--- config.mk ---
export PLATFORM = sky130hd
export DESIGN_NAME = depq_cell
export DESIGN_NICKNAME = d
export VERILOG_FILES = /design/src/hw/rtl/double_ended_priority_queue_assert.svh /design/src/hw/rtl/depq_pkg.sv /design/src/hw/rtl/depq_cell.sv
export SDC_FILE = /design/constraint.sdc
export NUM_CORES = 1
export LEC_CHECK = 0
export BUFFER_PORTS_ARGS = -buffer_cell sky130_fd_sc_hd__buf_2
export CAP_MARGIN = 5
export CORE_ASPECT_RATIO = 1.75
export CORE_UTILIZATION = 37
export CTS_CLUSTER_SIZE = 40
export DETAILED_ROUTE_END_ITERATION = 8
export GPL_ROUTABILITY_DRIVEN = 0
export GPL_TIMING_DRIVEN = 1
export PLACE_DENSITY_LB_ADDON = 0.2
export SYNTH_ARGS = -nofsm -noshare
export SYNTH_HDL_FRONTEND = slang
export SYNTH_SLANG_ARGS = --single-unit
--- constraint.sdc ---
create_clock -name i_clk -period 7.8 [get_ports i_clk]
set_input_delay 1.17 -clock i_clk [delete_from_list [all_inputs] [get_ports i_clk]]
set_output_delay 1.17 -clock i_clk [all_outputs]
set_load 0.05 [all_outputs]
--- src/hw/rtl/double_ended_priority_queue_assert.svh ---
// assertion macros shared by the priority queue rtl
`ifndef DOUBLE_ENDED_PRIORITY_QUEUE_ASSERT_SVH
`define DOUBLE_ENDED_PRIORITY_QUEUE_ASSERT_SVH

// condition must never hold while out of reset
`define DEPQ_ASSERT_NEVER(lbl, clk, rst_n, cond) \
    lbl: assert property (@(posedge clk) disable iff (!(rst_n)) !(cond)) \
        else $error("depq assertion failed");

// antecedent in one cycle implies consequent in the same cycle
`define DEPQ_ASSERT_IMPL(lbl, clk, rst_n, ante, cons) \
    lbl: assert property (@(posedge clk) disable iff (!(rst_n)) (ante) |-> (cons)) \
        else $error("depq assertion failed");

// antecedent in one cycle implies consequent in the next cycle
`define DEPQ_ASSERT_NEXT(lbl, clk, rst_n, ante, cons) \
    lbl: assert property (@(posedge clk) disable iff (!(rst_n)) (ante) |=> (cons)) \
        else $error("depq assertion failed");

`endif

--- src/hw/rtl/depq_pkg.sv ---
// shared types and constants of the priority queue
`default_nettype none
package depq_pkg;

    localparam int ID_W  = 20;
    localparam int PRI_W = 24;

    localparam logic [1:0] FUNC_INSERT  = 2'd0;
    localparam logic [1:0] FUNC_POP_MAX = 2'd1;
    localparam logic [1:0] FUNC_POP_MIN = 2'd2;

    // broadcast control from the sequencer to every cell
    typedef struct packed {
        logic load_ins;
        logic shift_rem;
        logic find_max;
    } t_cell_ctl;

endpackage
`default_nettype wire

--- src/hw/rtl/depq_cell.sv ---
// one storage cell of the queue with its slice of the comparison wave
`default_nettype none
module depq_cell
    import depq_pkg::*;
#(
    parameter int CAPACITY = 64,
    parameter int IDX      = 0,
    localparam int PW      = $clog2(CAPACITY),
    localparam int CW      = $clog2(CAPACITY + 1)
) (
    input  wire logic             i_clk,
    input  wire logic             i_rst_n,
    input  wire t_cell_ctl        i_ctl,
    input  wire logic [CW-1:0]    i_count,
    input  wire logic [PW-1:0]    i_pos,
    input  wire logic [ID_W-1:0]  i_ins_id,
    input  wire logic [PRI_W-1:0] i_ins_pri,
    input  wire logic [ID_W-1:0]  i_next_id,
    input  wire logic [PRI_W-1:0] i_next_pri,
    output logic      [ID_W-1:0]  o_id,
    output logic      [PRI_W-1:0] o_pri,
    input  wire logic             i_cand_vld,
    input  wire logic [PRI_W-1:0] i_cand_pri,
    input  wire logic [ID_W-1:0]  i_cand_id,
    input  wire logic [PW-1:0]    i_cand_pos,
    output logic                  o_cand_vld,
    output logic      [PRI_W-1:0] o_cand_pri,
    output logic      [ID_W-1:0]  o_cand_id,
    output logic      [PW-1:0]    o_cand_pos
);

    logic [ID_W-1:0]  r_id;
    logic [PRI_W-1:0] r_pri;
    logic             r_cand_vld;
    logic [PRI_W-1:0] r_cand_pri;
    logic [ID_W-1:0]  r_cand_id;
    logic [PW-1:0]    r_cand_pos;
    logic             active;
    logic             better;
    logic             take_own;

    assign active = CW'(IDX) < i_count;
    // max: ties go to this (newer) cell; min: ties keep the older candidate
    assign better = i_ctl.find_max ? (r_pri >= i_cand_pri) : (r_pri < i_cand_pri);
    assign take_own = active && (!i_cand_vld || better);

    always_ff @(posedge i_clk) begin
        if (i_ctl.load_ins && (CW'(IDX) == i_count)) begin
            r_id  <= i_ins_id;
            r_pri <= i_ins_pri;
        end else if (i_ctl.shift_rem && (PW'(IDX) >= i_pos)) begin
            r_id  <= i_next_id;
            r_pri <= i_next_pri;
        end
    end

    always_ff @(posedge i_clk) begin
        if (!i_rst_n) begin
            r_cand_vld <= 1'b0;
        end else begin
            r_cand_vld <= i_cand_vld || active;
        end
    end

    always_ff @(posedge i_clk) begin
        if (take_own) begin
            r_cand_pri <= r_pri;
            r_cand_id  <= r_id;
            r_cand_pos <= PW'(IDX);
        end else begin
            r_cand_pri <= i_cand_pri;
            r_cand_id  <= i_cand_id;
            r_cand_pos <= i_cand_pos;
        end
    end

    assign o_id       = r_id;
    assign o_pri      = r_pri;
    assign o_cand_vld = r_cand_vld;
    assign o_cand_pri = r_cand_pri;
    assign o_cand_id  = r_cand_id;
    assign o_cand_pos = r_cand_pos;

endmodule
`default_nettype wire

==> reports/metrics.cfg, run 1 <==
[outcome]
status=complete, no violations

[setup_path]
path_cells=buf_2 -> inv_1 -> ha_1 -> nand4_1 -> nor3_1 -> o21ai_0 -> o21ai_0 -> o21bai_1 -> a311o_2 -> buf_4 -> mux2_4
worstSetupPathType=input pin to register
cp_max_fo=30
crit_slowest_cell=a311o_2
cp_common_cell=o21ai_0
end_kind=register
arrival_ns=4.03
crit_start=i_cand_pri[23]
startpoint_type=input pin
cp_slowest_stage_delay_ns=0.68
crit_required_ns=8.02
r2r_start=o_pri[23]$_DFFE_PP_

[cells_and_area]
postLayoutCellArea_mm2=0.005963
layout_commonest_cell=buf_2
mostFrequentLayoutCells=buf_2 (251), dfxtp_1 (51), mux2_2 (44), mux2_4 (44), edfxtp_1 (44)
post-route-util=0.5310
drive_gt1_frac=0.6448
nets=739
n_antenna_cell=0
area.growth.synth_to_final_pct=38.31

[drt]
drc_errors=0
drt_iter0_drc=36
wl_per_cell_um=15.22
ant_nets=0
wl_mm=10.58
num_vias=3288
first_pass_iters=4
detail_route.vias_per_cell=4.731

[global_route]
antenna_found_initial=0
grt_pass1_vias=3435
grt_max_degree=45
grt_util_all_layers=0.1700
grt_pass1_wl_mm=15.63
overflow=0

[timing]
period_needed_ns=3.806
max_freq_mhz=262.8
slew-limit-headroom=0.5164
finalCritPeriodShare=0.4879
finClkSkew_ns=0.005971
worstMarginPinSlew_ns=0.7254
rsz0062_at_grt=false
slew_violations=0
timing.setup.tns_ns=0
finalSetupViolations=0
finalHoldViolCount=0

[synthesis]
yosys-top-cells-area=edfxtp_1 (31%), dfxtp_1 (24%), mux2_4 (15%), mux2_2 (11%), ha_1 (7.0%)
yosys.area.top_type=edfxtp_1
syn-instance-count=303
yosysTopAreaCellShare=0.3064
syn_avg_cell_area_um2=14.23
ys_seq_elements=95
synth_area_mm2=0.004312
synth_warnings=0
synth_cell_types=29
ys_seq_area_frac=0.5432
syn_nets=484
synth_edf_count=44
async_flop_share=0
synth_ff_type=dfxtp_1

[power_and_ir_drop]
pwr-share-clk=0.351
p_sw_frac=0.2678
vdd_drop_max_uv=117.9
powerDensity_mw_per_mm2=192.2
p_leak_nw=2.986
seqPwrFrac=0.476
p_comb_frac=0.174
p_switching_uw=306.9
p_int_uw=839.0

[clock_network]
root_buffer=clkbuf_16
cts_tree=built
h-tree-depth=3
cts-buffers-inserted=9
clock_sinks=95
clkTransAtPathRegs_ns=0.07
cts_resized=0
clock_path_buffers=2
holdBufCountCts=0
insertion_delay_ns=0.34
post-cts-setup-buffer-count=0

[die]
start_util=0.3839
fp.dieH_um=144.8
row_count=51
dieArea_mm2=0.01211
core_area_mm2=0.01123
die_w_um=83.60
io_pins=252

[placement]
postPlaceCellArea_mm2=0.005690
portBuffers=251
post-dp-hpwl_mm=8.469

[hold_path]
hp-start=o_id[6]$_DFFE_PP_
hp-class=register to register

[run]
cap_violations=0

logic make-up after synthesis:
logic type	count (synthesis)	share of synthesized area
buffers and inverters	41	0.04469
AO/OA/AOI/OAI	24	0.03453
flip-flops	95	0.5432
AND/OR/NAND/NOR	31	0.03976
adder cells (fa/ha/maj)	24	0.06965
multiplexers	88	0.2681
metrics by stage:
step                setup WS, ns  hold slack (ns)  power, mW  instances
CTS                        3.901           0.5065      1.162        695
floorplan                 0.8867           0.8756     0.6900        303
detailed placement         3.563           0.4913     0.7571        679
global placement           3.634           0.4800     0.7536        679
finish                     3.994           0.5012      1.146        695
global route               3.721           0.5196      1.194        695
worst paths after layout:
check | endpoint | slack, ns | cells past startpoint
max | o_cand_pri[9]$_DFF_P_ | 3.99 | 11
min | o_cand_id[6]$_DFF_P_ | 0.50 | 1
max reg2reg | o_cand_pri[9]$_DFF_P_ | 4.51 | 9
min reg2reg | o_cand_id[6]$_DFF_P_ | 0.50 | 1
flip-flops by register name, summed over array words and instances (netlist names):
| signal | flops |
|---|---|
| o_cand_id | 20 |
| o_cand_pos | 6 |
| o_pri | 24 |
| o_cand_vld | 1 |
| o_id | 20 |
| o_cand_pri | 24 |
power groups by stage:
stage	Sequential [mW]	Combinational [mW]	Clock [mW]
floorplan	0.623	0.0670	0
global placement	0.556	0.198	0
detailed placement	0.556	0.201	0
CTS	0.545	0.202	0.415
global route	0.547	0.212	0.436
finish	0.545	0.199	0.402
cell type report:
class,instances,area [um^2]
inverters,31,116.4
clock inverters,7,47.55
clock buffers,9,225.2
flip-flops and latches,95,2342
multi-input cells,167,1788
fillers,1015,5268
repair buffers,254,1279
well taps,132,165.2
critical path: cells and delay by family:
| kind | cells | cell delay [ns] |
|---|---|---|
| adders and majority gates | 1 | 0.30 |
| and+or+nand+nor | 2 | 0.42 |
| muxes | 1 | 0.34 |
| buffers and inverters | 3 | 0.70 |
| AOI/OAI and AO/OA | 4 | 1.09 |
synth_stat cells (2+ instances only):
| cell | count |
|---|---|
| dfxtp_1 | 51 |
| edfxtp_1 | 44 |
| mux2_2 | 44 |
| mux2_4 | 44 |
| inv_1 | 31 |
| ha_1 | 24 |
| a21oi_1 | 11 |
| nor2_1 | 9 |
| nand2_1 | 8 |
| buf_6 | 5 |
| nand4_1 | 5 |
| clkbuf_1 | 4 |
| nor3_1 | 3 |
| o21ai_0 | 3 |
| a211oi_1 | 2 |
| nor2b_1 | 2 |
layer usage:
layer	GRT usage	routed length (um)
met5	0	0
met3	0.05275	725
met2	0.3423	6232
met4	0.08029	232
met1	0.1498	3389
Note: power is estimated with default switching activity, not from simulation.
==> run 2: changes to the inputs <==
- clock period: 7.8 -> 3.1 ns (I/O delays scaled with it)
==> run 2 against run 1 <==
Flip-flop and latch count unchanged. Non-clock buffer count up 2. Sequential power rose to 2.5 times the previous value. Die area unchanged. Count of clock-buffer cells in the layout up 2. Critical path type is now register to register. Critical endpoint is now o_cand_id[4]$_DFF_P_.
==> reports/metrics.cfg, run 2 (synthesized netlist as in run 1, its figures left out) <==
[outcome]
status=complete, no violations

[die]
core_area_mm2=0.01123  ; unchanged
dieArea_mm2=0.01211  ; unchanged
row_count=51  ; unchanged
die_w_um=83.60  ; unchanged
start_util=0.3839  ; unchanged
io_pins=252  ; unchanged
fp.dieH_um=144.8  ; unchanged

[drt]
first_pass_iters=4  ; unchanged
drc_errors=0  ; unchanged
num_vias=3323  ; +1.1%
wl_mm=10.43  ; -1.4%
detail_route.vias_per_cell=4.761  ; +0.63%
wl_per_cell_um=14.94  ; -1.8%
ant_nets=0  ; unchanged
drt_iter0_drc=70  ; +94%

[timing]
setup_ws_ns=0.3369  ; -3.657 ns
slew-limit-headroom=0.6271  ; +0.1107
finalCritPeriodShare=0.8913
finClkSkew_ns=0.006988  ; +0.001016 ns
finalHoldViolCount=0  ; unchanged
rsz0062_at_grt=false
finalSetupViolations=0  ; unchanged
period_needed_ns=2.763
slew_violations=0  ; unchanged
max_freq_mhz=361.9
worstMarginPinSlew_ns=0.5573  ; -0.1680 ns
timing.setup.tns_ns=0  ; unchanged

[placement]
post-dp-hpwl_mm=8.314  ; -1.8%
portBuffers=251  ; unchanged
dp_slack_ns=0.1534  ; -3.409 ns

[cells_and_area]
drive_gt1_frac=0.6442  ; about the same
mostFrequentLayoutCells=buf_2 (251), dfxtp_1 (51), mux2_2 (44), mux2_4 (44), edfxtp_1 (44)
area.growth.synth_to_final_pct=40.28
nets=741  ; +0.27%
seq_area_mm2=0.002342  ; unchanged
layout_commonest_cell=buf_2
multiInputGateArea_mm2=0.001803  ; +0.84%
fillCellCount=1006  ; -0.89%

[setup_path]
crit_slowest_cell=edfxtp_1
crit_required_ns=3.33  ; -4.69 ns
cp_num_buf_inv=1  ; -2
arrival_ns=2.99  ; -1.04 ns
cp_max_fo=37  ; +23%
cp_slowest_stage_delay_ns=0.42  ; -0.26 ns
startpoint_type=register
critical_path.top_delay_family=simple AND/OR/NAND/NOR gates
path_cells=ha_1 -> nand4_1 -> nor3_1 -> nand4_1 -> a21oi_1 -> nor3_1 -> a311o_2 -> buf_12 -> mux2_4
worstSetupPathType=register to register
end_kind=register

[global_route]
grt_pass1_vias=3394  ; -1.2%
grt_max_degree=45  ; unchanged
overflow=0  ; unchanged
antenna_found_initial=1  ; +1
grt_util_all_layers=0.1700  ; about the same
grt_pass1_wl_mm=15.67  ; +0.26%

[hold_path]
hp-class=input pin to register

[clock_network]
h-tree-depth=3  ; unchanged
post-cts-setup-buffer-count=0  ; unchanged
root_buffer=clkbuf_16
insertion_delay_ns=0.34  ; about the same
cts_resized=0  ; unchanged
cts-buffers-inserted=9  ; unchanged
clock_sinks=95  ; unchanged
clock_path_buffers=2  ; unchanged
clkTransAtPathRegs_ns=0.06  ; about the same
holdBufCountCts=0  ; unchanged
cts_tree=built

[power_and_ir_drop]
p_leak_nw=3.023  ; +1.2%
powerDensity_mw_per_mm2=492.4  ; +160%
vdd_drop_max_uv=446.6  ; +280%

[run]
cap_violations=0  ; unchanged

run 2: cell count changes in the layout (fill, tap and decap cells not counted):
cell        before  now
buf_12           0    2
clkbuf_8         0    1
clkinv_2         2    0
o41ai_4          0    1
or4b_4           0    1
bufinv_16        0    1
diode_2          0    1
clkbuf_1         0    1
o41ai_2          1    0
or4b_2           1    0
clkinvlp_4       1    2
inv_6            2    0
run 2: layout make-up:
class / count / share of cell area
Sequential cell: 95 / 0.3873
Timing Repair Buffer: 256 / 0.2180
Multi-Input combinational cell: 167 / 0.2981
Inverter: 31 / 0.01924
Clock inverter: 5 / 0.009516
Tap cell: 132 / 0.02731
Clock buffer: 11 / 0.04013
Antenna cell: 1 / 0.0004137
run 2: layer usage:
metal	wire [um]	global-route usage	vias to the layer above
li1	-	-	1603
met1	3603	0.1668	1538
met2	5747	0.3154	155
met3	716	0.05162	27
met4	361	0.09634	0
met5	0	0	-
run 2: metrics by stage:
step / instances / util / power [mW] / cell area, um^2 / hold WS (ns)
3_5_place_dp: 681 / 0.5116 / 1.908 / 5746 / 0.4852
3_3_place_gp: 681 / 0.5116 / 1.902 / 5746 / 0.4801
5_1_grt: 698 / 0.5385 / 3.103 / 6048 / 0.3308
6_report: 698 / 0.5385 / 2.978 / 6048 / 0.3358
4_1_cts: 697 / 0.5383 / 3.025 / 6046 / 0.3197
2_1_floorplan: 303 / - / 1.736 / 4334 / 0.5772
run 2: final timing paths:
check | startpoint | endpoint | slack [ns] | depth (start not counted)
max | o_pri[23]$_DFFE_PP_ | o_cand_id[4]$_DFF_P_ | 0.34 | 9
min | i_rst_n | o_cand_vld$_SDFF_PN0_ | 0.34 | 2
max reg2reg | o_pri[23]$_DFFE_PP_ | o_cand_id[4]$_DFF_P_ | 0.34 | 9
min reg2reg | o_id[10]$_DFFE_PP_ | o_cand_id[10]$_DFF_P_ | 0.50 | 1
run 2: power breakdown:
| part | switching, mW | internal, mW | total (mW) |
|---|---|---|---|
| combinational | 0.293 | 0.212 | 0.505 |
| clock | 0.457 | 0.646 | 1.10 |
| sequential | 0.0128 | 1.36 | 1.37 |
